`src/hw/rtl/mbps_pkg.sv`:
```
// ----------------------------------------------------------------------------
// mbps_pkg - shared definitions for the masked byte pattern search
// Widths, register indexes and the types passed between the window
// chain and its cells.
// ----------------------------------------------------------------------------
package mbps_pkg;

    // Window depth (number of cells); pattern bytes exist for positions 0..15
    localparam int MaxPatternBytes = 16;
    localparam int PatternBytes    = 16;
    localparam int PatIdxW         = $clog2(PatternBytes);

    localparam int LenW      = 5;
    localparam int AddrW     = 64;
    localparam int CfgIdxW   = 3;
    localparam int CfgDataW  = 64;
    localparam int CareW     = 16;

    // Configuration register indexes
    localparam logic [CfgIdxW-1:0] CfgPatternLow    = 3'd0;
    localparam logic [CfgIdxW-1:0] CfgPatternHigh   = 3'd1;
    localparam logic [CfgIdxW-1:0] CfgCareMask      = 3'd2;
    localparam logic [CfgIdxW-1:0] CfgPatternLength = 3'd3;
    localparam logic [CfgIdxW-1:0] CfgBaseAddress   = 3'd4;

    typedef logic [PatternBytes-1:0][7:0] pattern_t;

    // Shift and clear commands common to every cell
    typedef struct packed {
        logic advance;
        logic flush;
    } cell_ctrl_t;

    // Expected byte of one cell and whether it must match
    typedef struct packed {
        logic [7:0] want;
        logic       care;
    } cell_exp_t;

endpackage

```
`src/hw/rtl/mbps_cell.sv`:
```
// ----------------------------------------------------------------------------
// mbps_cell - one byte of the search window
// Holds one byte, hands it to the next cell on every accepted word and
// compares the byte it takes in against its expected byte.
// ----------------------------------------------------------------------------
module mbps_cell (
    input  logic                   aclk,
    input  logic                   aresetn,
    input  mbps_pkg::cell_ctrl_t   ctrl,
    input  mbps_pkg::cell_exp_t    exp_i,
    input  logic [7:0]             din,
    output logic [7:0]             dout,
    output logic                   hit
);

    logic [7:0] byte_reg;

    always_ff @(posedge aclk) begin
        if (!aresetn) begin
            byte_reg <= '0;
        end else if (ctrl.flush) begin
            byte_reg <= '0;
        end else if (ctrl.advance) begin
            byte_reg <= din;
        end
    end

    // Compare the byte entering this cell, i.e. the window after the shift
    assign hit  = !exp_i.care || (din == exp_i.want);
    assign dout = byte_reg;

endmodule

```
`src/hw/rtl/mbps_window.sv`:
```
// ----------------------------------------------------------------------------
// mbps_window - row of window cells with per-cell pattern alignment
// Cell k holds the byte of age k; for a pattern of length L it checks
// pattern position L-1-k. The match is the AND of all cell hits.
// ----------------------------------------------------------------------------
module mbps_window (
    input  logic                         aclk,
    input  logic                         aresetn,
    input  mbps_pkg::cell_ctrl_t         ctrl,
    input  logic [7:0]                   din,
    input  mbps_pkg::pattern_t           pattern,
    input  logic [mbps_pkg::CareW-1:0]   care_mask,
    input  logic [mbps_pkg::LenW-1:0]    pattern_length,
    output logic                         match
);

    logic [mbps_pkg::MaxPatternBytes:0][7:0]  link;
    logic [mbps_pkg::MaxPatternBytes-1:0]     hits;

    assign link[0] = din;

    for (genvar g = 0; g < mbps_pkg::MaxPatternBytes; g++) begin : g_cell
        localparam logic [mbps_pkg::LenW:0] CellPos = (mbps_pkg::LenW + 1)'(g);

        logic [mbps_pkg::LenW:0]      diff;
        logic [mbps_pkg::PatIdxW-1:0] pidx;
        logic                         in_win;
        logic                         pos_ok;
        mbps_pkg::cell_exp_t          exp_c;

        always_comb begin
            diff   = {1'b0, pattern_length} - CellPos - (mbps_pkg::LenW + 1)'(1);
            pidx   = diff[mbps_pkg::PatIdxW-1:0];
            in_win = {1'b0, pattern_length} > CellPos;
            // positions beyond the stored pattern are wildcards
            pos_ok = diff < (mbps_pkg::LenW + 1)'(mbps_pkg::PatternBytes);
            exp_c.want = pattern[pidx];
            exp_c.care = in_win && pos_ok && care_mask[pidx];
        end

        mbps_cell u_cell (
            .aclk    (aclk),
            .aresetn (aresetn),
            .ctrl    (ctrl),
            .exp_i   (exp_c),
            .din     (link[g]),
            .dout    (link[g+1]),
            .hit     (hits[g])
        );
    end

    // Oldest cell output leaves the window unused
    logic unused_tail;
    assign unused_tail = ^link[mbps_pkg::MaxPatternBytes];

    assign match = &hits;

endmodule

```
`src/hw/rtl/masked_byte_pattern_search.sv`:
```
// ----------------------------------------------------------------------------
// masked_byte_pattern_search - wildcard byte pattern search over a region
// Scans a region one byte per word and reports the first address at which a
// masked pattern of up to sixteen bytes matches, or not found at region end.
// ----------------------------------------------------------------------------
//
//  channel  direction  handshake          payload
//  s_       in         s_valid / s_ready  s_data_byte, s_last_in_region
//  m_       out        m_valid / m_ready  m_found, m_match_address
//  cfg_     in         cfg_write          cfg_index, cfg_data
//
//  One byte is accepted every cycle while s_ready is high; a result for a byte
//  passes the match stage, then the base-address add stage, on its way to m_.
//  The window shift and compare of all cells is done in the accepting cycle.
//  Reset (aresetn low, synchronous) clears config, valid flags, window, count.
//  s_ready drops only when a result waits in the match stage and the output
//  word is held by m_ready low; then any byte stalls, result or not.
//
module masked_byte_pattern_search (
    input  logic                            aclk,
    input  logic                            aresetn,
    // byte stream
    input  logic                            s_valid,
    output logic                            s_ready,
    input  logic [7:0]                      s_data_byte,
    input  logic                            s_last_in_region,
    // results
    output logic                            m_valid,
    input  logic                            m_ready,
    output logic                            m_found,
    output logic [mbps_pkg::AddrW-1:0]      m_match_address,
    // configuration writes
    input  logic                            cfg_write,
    input  logic [mbps_pkg::CfgIdxW-1:0]    cfg_index,
    input  logic [mbps_pkg::CfgDataW-1:0]   cfg_data
);

    // ------------------------------------------------------------------
    // Configuration registers
    // ------------------------------------------------------------------
    logic [63:0]                   pattern_low_reg;
    logic [63:0]                   pattern_high_reg;
    logic [mbps_pkg::CareW-1:0]    care_mask_reg;
    logic [mbps_pkg::LenW-1:0]     pattern_length_reg;
    logic [mbps_pkg::AddrW-1:0]    base_address_reg;

    always_ff @(posedge aclk) begin
        if (!aresetn) begin
            pattern_low_reg    <= '0;
            pattern_high_reg   <= '0;
            care_mask_reg      <= '0;
            pattern_length_reg <= '0;
            base_address_reg   <= '0;
        end else if (cfg_write) begin
            case (cfg_index)
                mbps_pkg::CfgPatternLow:    pattern_low_reg    <= cfg_data;
                mbps_pkg::CfgPatternHigh:   pattern_high_reg   <= cfg_data;
                mbps_pkg::CfgCareMask:
                    care_mask_reg <= cfg_data[mbps_pkg::CareW-1:0];
                mbps_pkg::CfgPatternLength:
                    pattern_length_reg <= cfg_data[mbps_pkg::LenW-1:0];
                mbps_pkg::CfgBaseAddress:   base_address_reg   <= cfg_data;
                default: ;  // drop writes to unused indexes
            endcase
        end
    end

    // ------------------------------------------------------------------
    // Handshake and pipeline control
    // ------------------------------------------------------------------
    logic                          accept;
    logic                          out_free;
    logic                          stage_move;

    logic                          res_valid_reg;
    logic                          res_found_reg;
    logic [mbps_pkg::AddrW-1:0]    res_offset_reg;

    logic                          m_valid_reg;
    logic                          m_found_reg;
    logic [mbps_pkg::AddrW-1:0]    m_addr_reg;

    // The output word may be replaced when empty or being taken
    assign out_free   = !m_valid_reg || m_ready;
    assign stage_move = res_valid_reg && out_free;
    // Take a byte whenever the match stage is empty or drains this cycle
    assign s_ready    = !res_valid_reg || out_free;
    assign accept     = s_valid && s_ready;

    // ------------------------------------------------------------------
    // Window chain: shift on every accepted byte, clear after the last one
    // ------------------------------------------------------------------
    mbps_pkg::cell_ctrl_t  cell_ctrl;
    mbps_pkg::pattern_t    pattern;
    logic                  window_match;

    assign cell_ctrl.advance = accept;
    assign cell_ctrl.flush   = accept && s_last_in_region;
    assign pattern           = {pattern_high_reg, pattern_low_reg};

    mbps_window u_window (
        .aclk           (aclk),
        .aresetn        (aresetn),
        .ctrl           (cell_ctrl),
        .din            (s_data_byte),
        .pattern        (pattern),
        .care_mask      (care_mask_reg),
        .pattern_length (pattern_length_reg),
        .match          (window_match)
    );

    // ------------------------------------------------------------------
    // Region state: byte count and match flag
    // ------------------------------------------------------------------
    logic [mbps_pkg::AddrW-1:0]    bytes_seen_reg;
    logic [mbps_pkg::AddrW-1:0]    bytes_seen_next;
    logic                          matched_reg;
    logic                          len_ok;
    logic                          window_full;
    logic                          hit_now;
    logic                          res_now;
    logic [mbps_pkg::AddrW-1:0]    offset_now;

    assign bytes_seen_next = bytes_seen_reg + mbps_pkg::AddrW'(1);

    // A zero length or one longer than the window never matches
    assign len_ok = (pattern_length_reg != '0) &&
                    ({1'b0, pattern_length_reg} <=
                     (mbps_pkg::LenW + 1)'(mbps_pkg::MaxPatternBytes));

    // Window holds at least pattern_length bytes, counting this byte
    assign window_full = (|bytes_seen_next[mbps_pkg::AddrW-1:mbps_pkg::LenW]) ||
                         (bytes_seen_next[mbps_pkg::LenW-1:0] >= pattern_length_reg);

    assign hit_now = !matched_reg && len_ok && window_full && window_match;

    // Either a first match or the end of a region with none
    assign res_now = hit_now || (s_last_in_region && !matched_reg);

    // Offset of the first matching byte: count after this byte minus length
    assign offset_now = bytes_seen_reg -
                        mbps_pkg::AddrW'(pattern_length_reg - mbps_pkg::LenW'(1));

    always_ff @(posedge aclk) begin
        if (!aresetn) begin
            bytes_seen_reg <= '0;
            matched_reg    <= 1'b0;
        end else if (accept) begin
            if (s_last_in_region) begin
                bytes_seen_reg <= '0;
                matched_reg    <= 1'b0;
            end else begin
                bytes_seen_reg <= bytes_seen_next;
                matched_reg    <= matched_reg || hit_now;
            end
        end
    end

    // ------------------------------------------------------------------
    // Match stage: hold the found flag and offset of a pending result
    // ------------------------------------------------------------------
    always_ff @(posedge aclk) begin
        if (!aresetn) begin
            res_valid_reg <= 1'b0;
        end else if (accept) begin
            res_valid_reg <= res_now;
        end else if (stage_move) begin
            res_valid_reg <= 1'b0;
        end
    end

    always_ff @(posedge aclk) begin
        if (accept && res_now) begin
            res_found_reg  <= hit_now;
            res_offset_reg <= offset_now;
        end
    end

    // ------------------------------------------------------------------
    // Output stage: add the base address and hold until taken
    // ------------------------------------------------------------------
    always_ff @(posedge aclk) begin
        if (!aresetn) begin
            m_valid_reg <= 1'b0;
        end else if (stage_move) begin
            m_valid_reg <= 1'b1;
        end else if (m_ready) begin
            m_valid_reg <= 1'b0;
        end
    end

    always_ff @(posedge aclk) begin
        if (stage_move) begin
            m_found_reg <= res_found_reg;
            m_addr_reg  <= res_found_reg ? (base_address_reg + res_offset_reg)
                                         : '0;
        end
    end

    assign m_valid         = m_valid_reg;
    assign m_found         = m_found_reg;
    assign m_match_address = m_addr_reg;

endmodule

```
`config.mk`:
```
export PLATFORM = sky130hd
export DESIGN_NAME = masked_byte_pattern_search
export DESIGN_NICKNAME = d
export VERILOG_FILES = /design/src/hw/rtl/mbps_pkg.sv /design/src/hw/rtl/mbps_cell.sv /design/src/hw/rtl/mbps_window.sv /design/src/hw/rtl/masked_byte_pattern_search.sv
export SDC_FILE = /design/constraint.sdc
export NUM_CORES = 2
export LEC_CHECK = 0
export ABC_AREA = 1
export BUFFER_PORTS_ARGS = -buffer_cell sky130_fd_sc_hd__buf_2
export CAP_MARGIN = 20
export CORE_ASPECT_RATIO = 1.25
export CORE_UTILIZATION = 45
export CTS_CLUSTER_SIZE = 28
export DETAILED_ROUTE_END_ITERATION = 10
export SLEW_MARGIN = 20
export SYNTH_ARGS = -nofsm -noshare
export SYNTH_HDL_FRONTEND = slang
export SYNTH_SLANG_ARGS = --single-unit
export TNS_END_PERCENT = 5
```
`constraint.sdc`:
```
create_clock -name aclk -period 7.35 [get_ports aclk]
set_input_delay 0.3675 -clock aclk [delete_from_list [all_inputs] [get_ports aclk]]
set_output_delay 0.3675 -clock aclk [all_outputs]
set_load 0.1 [all_outputs]
```
**Word-level counts from Yosys, hierarchy flattened**

Cells that the tools add are included.

- Bitwise logic cells: 1
- Reduce and logical (&&, ||, !) cells: 93
- Order comparisons: 50
- Equal/unequal tests: 20
- Add/sub/neg operators: 34
- Muxes and demuxes: 70

Operator list:

| operator | number |
|---|---|
| $bmux W8 S4 | 16 |
| $eq A8 B8 Y1 | 16 |
| $mux W8 | 16 |
| $lt A6 B5 Y1 const B | 16 |
| $sub A6 B1 Y6 const B | 15 |
| $lt A4 B5 Y1 const B | 16 |
| $add A64 B1 Y64 const B | 1 |
| $add A64 B64 Y64 | 1 |
| $bmux W1 S4 | 16 |
| $mux W64 | 1 |
| $sub A64 B64 Y64 | 1 |
| $reduce_or A59 Y1 | 1 |
| $sub A5 B4 Y6 const B | 8 |
| $logic_and A1 B1 Y1 | 41 |
| $gt A5 B4 Y1 const B | 8 |
| $sub A5 B3 Y6 const B | 4 |
| $logic_or A1 B1 Y1 | 21 |
| $mux W1 | 21 |
| $gt A5 B3 Y1 const B | 4 |
| $logic_not A1 Y1 | 19 |
| $reduce_and A16 Y1 | 1 |
| $sub A5 B1 Y6 const B | 2 |
| $sub A5 B2 Y6 const B | 2 |
| $gt A5 B1 Y1 const B | 2 |
| 12 further kinds | 19 |

- Register bits after elaboration: 530
- Input port bits: 81
- Output and inout bits: 67

**Depth between registers and ports, before layout**

- Depth in word-level cells: 11
- Gate-level depth with buffers: 29
- Mapped depth without buffers: 25

**Hierarchy**

A second synthesis with hierarchy kept.

- Cell total of the unflattened synthesis: 6442
- Area total of the unflattened synthesis: 39710.6 um^2

By module, submodules not included:

| module | times used | cells each | area each (um^2) |
|---|---|---|---|
| masked_byte_pattern_search | 1 | 3504 | 24557.3 |
| mbps_window | 1 | 1866 | 8286.7 |
| mbps_cell | 16 | 67 | 429.2 |

**Worst setup path before layout**

Ideal clock, no wire load.

- Path type: register -> register
- Start: register pattern_length_reg[1] in the netlist's numbering
- End: register res_found_reg (enable)
- Path slack: 1.986 ns
- Arrival time: 4.939 ns
- Buffers on the path: 3
- Required time: 6.925 ns
- Cell stages (with the launch flop): 18
- Library setup time: 0.425 ns
- Cells stage by stage: dfxtp_1 > clkbuf_1 > inv_1 > buf_2 > buf_1 > ha_1 > nand2_1 > nand2_1 > nand2_1 > xor2_1 > nor2_1 > nand2_1 > nor2_1 > nor2_1 > nand2_1 > nor2_1 > nand3_2 > nand2_1

- Cells in the longest elaborated chain, start to end: 11
- Elaborated cells on any way between the ends: 217
- Classes of those cells: 30 x add/sub; 34 x order compare; 16 x eq/ne; 64 x mux; 73 x reduce/logical

RTL lines:

| element | RTL line | RTL |
|---|---|---|
| start, declared | masked_byte_pattern_search.sv:44 | `logic [mbps_pkg::LenW-1:0] pattern_length_reg;` |
| start signal, assigned | masked_byte_pattern_search.sv:61 | `pattern_length_reg <= cfg_data[mbps_pkg::LenW-1:0];` |
| branches (longest 8 deep; another with $sub A5 B4 Y6) | -- |  |
| $logic_and A1 B1 Y1 (*) | masked_byte_pattern_search.sv:135 | `assign hit_now = !matched_reg && len_ok && window_full && window_match;` |
| $logic_or A1 B1 Y1 (*) | masked_byte_pattern_search.sv:138 | `assign res_now = hit_now \|\| (s_last_in_region && !matched_reg);` |
| $logic_and A1 B1 Y1 (*) | masked_byte_pattern_search.sv:173 | `if (accept && res_now) begin` |
| end signal, assigned | masked_byte_pattern_search.sv:174 | `res_found_reg <= hit_now;` |
| end, declared | masked_byte_pattern_search.sv:76 | `logic res_found_reg;` |

Mark *: on every way between the ends. The select of a mux whose other input is x is not followed.
A chain may end at the register's enable or synchronous reset.

**Worst setup path after layout**

- Start: register pattern_length_reg[1] in the netlist's numbering
- End: register res_offset_reg[47] in the netlist's numbering (enable)

- Cells in the longest elaborated chain, start to end: 11
- Elaborated cells on any way between the ends: 217
- Classes of those cells: 30 x add/sub; 34 x order compare; 16 x eq/ne; 64 x mux; 73 x reduce/logical

RTL lines:

| element | RTL line | RTL |
|---|---|---|
| branches (longest 8 deep; another with $sub A5 B4 Y6) | -- |  |
| $logic_and A1 B1 Y1 (*) | masked_byte_pattern_search.sv:135 |  |
| $logic_or A1 B1 Y1 (*) | masked_byte_pattern_search.sv:138 |  |
| $logic_and A1 B1 Y1 (*) | masked_byte_pattern_search.sv:173 |  |
| end signal, assigned | masked_byte_pattern_search.sv:175 | `res_offset_reg <= offset_now;` |
| end, declared | masked_byte_pattern_search.sv:77 | `logic [mbps_pkg::AddrW-1:0] res_offset_reg;` |

Marks and branches as above.

==> summary.txt <==
Status
  – Status: finished clean

Detailed routing
  – Routed Antenna Nets: 0
  – Via-to-Cell Ratio: 5.85
  – DRT Pass-1 Iters: 6
  – DRT iter0 DRCs: just under 5,000
  – DRC Markers: 0
  – Post-DR wirelength/cell: 23.3 um
  – Overall via count from detail_route: 43,900
  – WL final: ~170,000 um

Timing
  – Hold slack: 0.0291 ns
  – Final period utilization: 0.698
  – Tmin final: 5.13 ns
  – Final Hold Fails: 0
  – FMAX: 195 MHz
  – Setup Skew: 0.0444 ns
  – Final setup vio count: 0
  – Final worst setup slack: 2.22 ns
  – Max-slew violations: 0
  – Max transition margin: 0.267
  – Worst-Margin Slew: around 1.1 ns
  – RSZ-0062 raised after global routing: no
  – Setup TNS: 0 ns

Synth
  – Synth Register Bits: 530
  – Number of synthesized flops with an enable pin: 130
  – Syn_area_per_cell: 6.23 um2
  – Asr flop ratio synth: 0
  – Share of the synthesized area in the top cell type: 0.205
  – Cell taking the most area after synthesis: dfxtp_1
  – Ranking of synthesized cells by area: dfxtp_1 21%, nand2_1 17%, nand3_1 12%
  – Netlist cell types: 62
  – Synth cell count leaders: 1,732 x nand2_1, 948 x nand3_1, 865 x nor2_1, 473 x a21oi_1, 426 x inv_1
  – Post-synthesis cell area: 0.0390 mm2
  – Most used flip-flop cell after synthesis: dfxtp_1
  – Syn Inst Count: 6,268
  – Warnings, synthesis: 0
  – Register area share after synthesis: 0.305
  – Mapped Nets: 6,502
  – Cell with the most instances after synthesis: nand2_1

CTS
  – CTS buffer count: 57
  – CTS clock-pin slew for the worst setup and hold paths: about 0.06 ns
  – CTS Sinks: 530
  – Number of H-tree levels: 2
  – Worst-Skew Late Latency: roughly 0.7 ns
  – TritonCTS clock tree: done
  – Clock Tree Root: clkbuf_16
  – Post-CTS Setup Bufs: 0
  – Clock buffer depth: 3

Cells and area
  – Largest register FFs: 120
  – Final core utilization: 0.500
  – Layout area overhead: 9.79%
  – Proportion of layout cells with a drive suffix above 1: 0.0567
  – Fin nets: roughly 6,500

Critical path
  – Crit path capture: res_offset_reg[47]$_DFFE_PP_
  – Crit path arrival time: 5.50 ns
  – Crit Path Class: reg -> reg
  – Peak fanout along the critical path: 65
  – Critical path startpoint category: register
  – Crit Reg-Reg Endpoint: res_offset_reg[47]$_DFFE_PP_
  – Flop-to-flop setup slack: 2.22 ns
  – Crit. Startpoint: pattern_length_reg[1]$_SDFFE_PN0P_
  – Critical Path RT: 7.71 ns
  – CP Capture Type: register
  – Reg2reg path depth: 21
  – Reg2Reg Launch Point: pattern_length_reg[1]$_SDFFE_PN0P_

Global route
  – GRT Resource Usage Total: 0.388
  – Total grt overflow: 0
  – Vias in the first global route: ~40,000
  – First-pass GRT wire length: 255,000 um
  – Largest net degree at the start of global routing: 115
  – Initial antenna violation count: 3

Placement
  – IO buf count: 147
  – HPWL after DPL: roughly 140,000 um
  – Setup WS pre-CTS: 2.38 ns
  – Gpl congestion: 1.06

Floorplanning
  – Die X: 265 um
  – Cell row count: 120
  – Area of the core: roughly 0.086 mm2
  – Ports: 148
  – Die Y: between 300 and 400 um
  – Die Area: ~0.09 mm2
  – Initial Util: 0.455

Power
  – Leak: 18.0 nW
  – P per Cell Area: 197 mW/mm2
  – Power, Total: ~8.4 mW
  – Worst IR drop on VDD: 0.000187 V

Min path
  – Hold crit path type: in -> reg

Job
  – Max-Cap Viols: 0
==> area by class of cell <==
type | instances | area (um2)
antenna | 2 | 5.00
clock buffer | 80 | 1680
clock inverter | 27 | 388
fill | 8969 | 42900
inverter | 446 | 1680
multi-input combinational | 5036 | 24400
sequential | 530 | 11900
tap | 1159 | 1450
timing repair buffer | 218 | 1360
==> logic make-up after synthesis <==
logic type               Yosys count  share of synthesized area
flip-flops                       530                      0.305
multiplexers                       9                    0.00231
adder cells (fa/ha/maj)          153                     0.0494
AND/OR/NAND/NOR                 3721                      0.401
buffers and inverters            702                     0.0718
XOR/XNOR                         115                     0.0278
AO/OA/AOI/OAI                   1038                      0.142
==> how the worst min path moves through the flow <==
stage / depth (start not counted) / slack, ns / endpoint / start
after floorplan: 2 / 0.44 / care_mask_reg[0]$_SDFFE_PN0P_ / care_mask_reg[0]$_SDFFE_PN0P_
after detailed placement: 2 / 0.46 / care_mask_reg[1]$_SDFFE_PN0P_ / care_mask_reg[1]$_SDFFE_PN0P_
final: 3 / 0.03 / u_window.g_cell[0].u_cell.dout[3]$_SDFFE_PP0P_ / s_data_byte[3]
after CTS: 3 / 0.006 / pattern_high_reg[43]$_SDFFE_PN0P_ / cfg_data[43]
after global placement: 2 / 0.45 / care_mask_reg[1]$_SDFFE_PN0P_ / care_mask_reg[1]$_SDFFE_PN0P_
after global routing: 3 / 0.03 / pattern_high_reg[43]$_SDFFE_PN0P_ / cfg_data[43]
==> placed cells by master, fill, tap and decap left out, types with 14 or more instances in the layout <==
cell type	instances
nand2_1	1727
nand3_1	947
nor2_1	864
a21oi_1	472
inv_1	425
o21ai_0	404
dfxtp_1	398
ha_1	150
buf_2	146
edfxtp_1	130
xor2_1	80
clkbuf_16	59
nand3b_1	47
buf_4	44
nand4_1	41
o21a_1	36
a31oi_1	34
nor3_1	31
xnor2_1	29
dlygate4sd3_1	25
o21ai_1	17
and2_1	16
inv_2	14
==> timing repair <==
action,4_1_cts,5_1_grt
endpoints found under the setup margin,0,0
endpoints found under the hold margin,34,0
resized for setup,0,0
hold buffers,25,0
==> stage by stage <==
stage / cells / area (um2)
floorplan: 6268 / 39000
global placement: 7363 / 40500
detailed placement: 7364 / 40500
CTS: 7496 / 42900
global route: 7496 / 42900
finish: 7498 / 42900
==> worst max-delay path, stage by stage, from the launching register on <==
cell and delay [ns]:
dfxtp_2 0.44, inv_2 0.47, ha_2 0.50, inv_4 0.30, buf_4 0.58, nand3_1 0.27, nand3_1 0.18, nand3_1 0.11
nand2_1 0.11, nand2_1 0.05, nand2_1 0.10, nand2_1 0.14, nor2_1 0.13, nand2_1 0.24, nand2_1 0.12, nand2_1 0.06
nor2_1 0.10, nand2_1 0.07, nor2_1 0.11, nand3_2 0.13, nand2_2 0.13, buf_12 0.29
==> metal layers <==
metal,global-route usage,part of all wire
met1,0.505,0.41
met3,0.0700,0.086
met4,0.201,0.059
met2,0.609,0.44
met5,0,0.000069
==> where the power goes <==
part	leakage (nW)	switching, mW	internal, mW
Clock	1.02	1.36	1.85
Combinational	12.5	1.48	0.506
Sequential	4.48	0.110	3.13
Power figures use the tool's default switching activity.
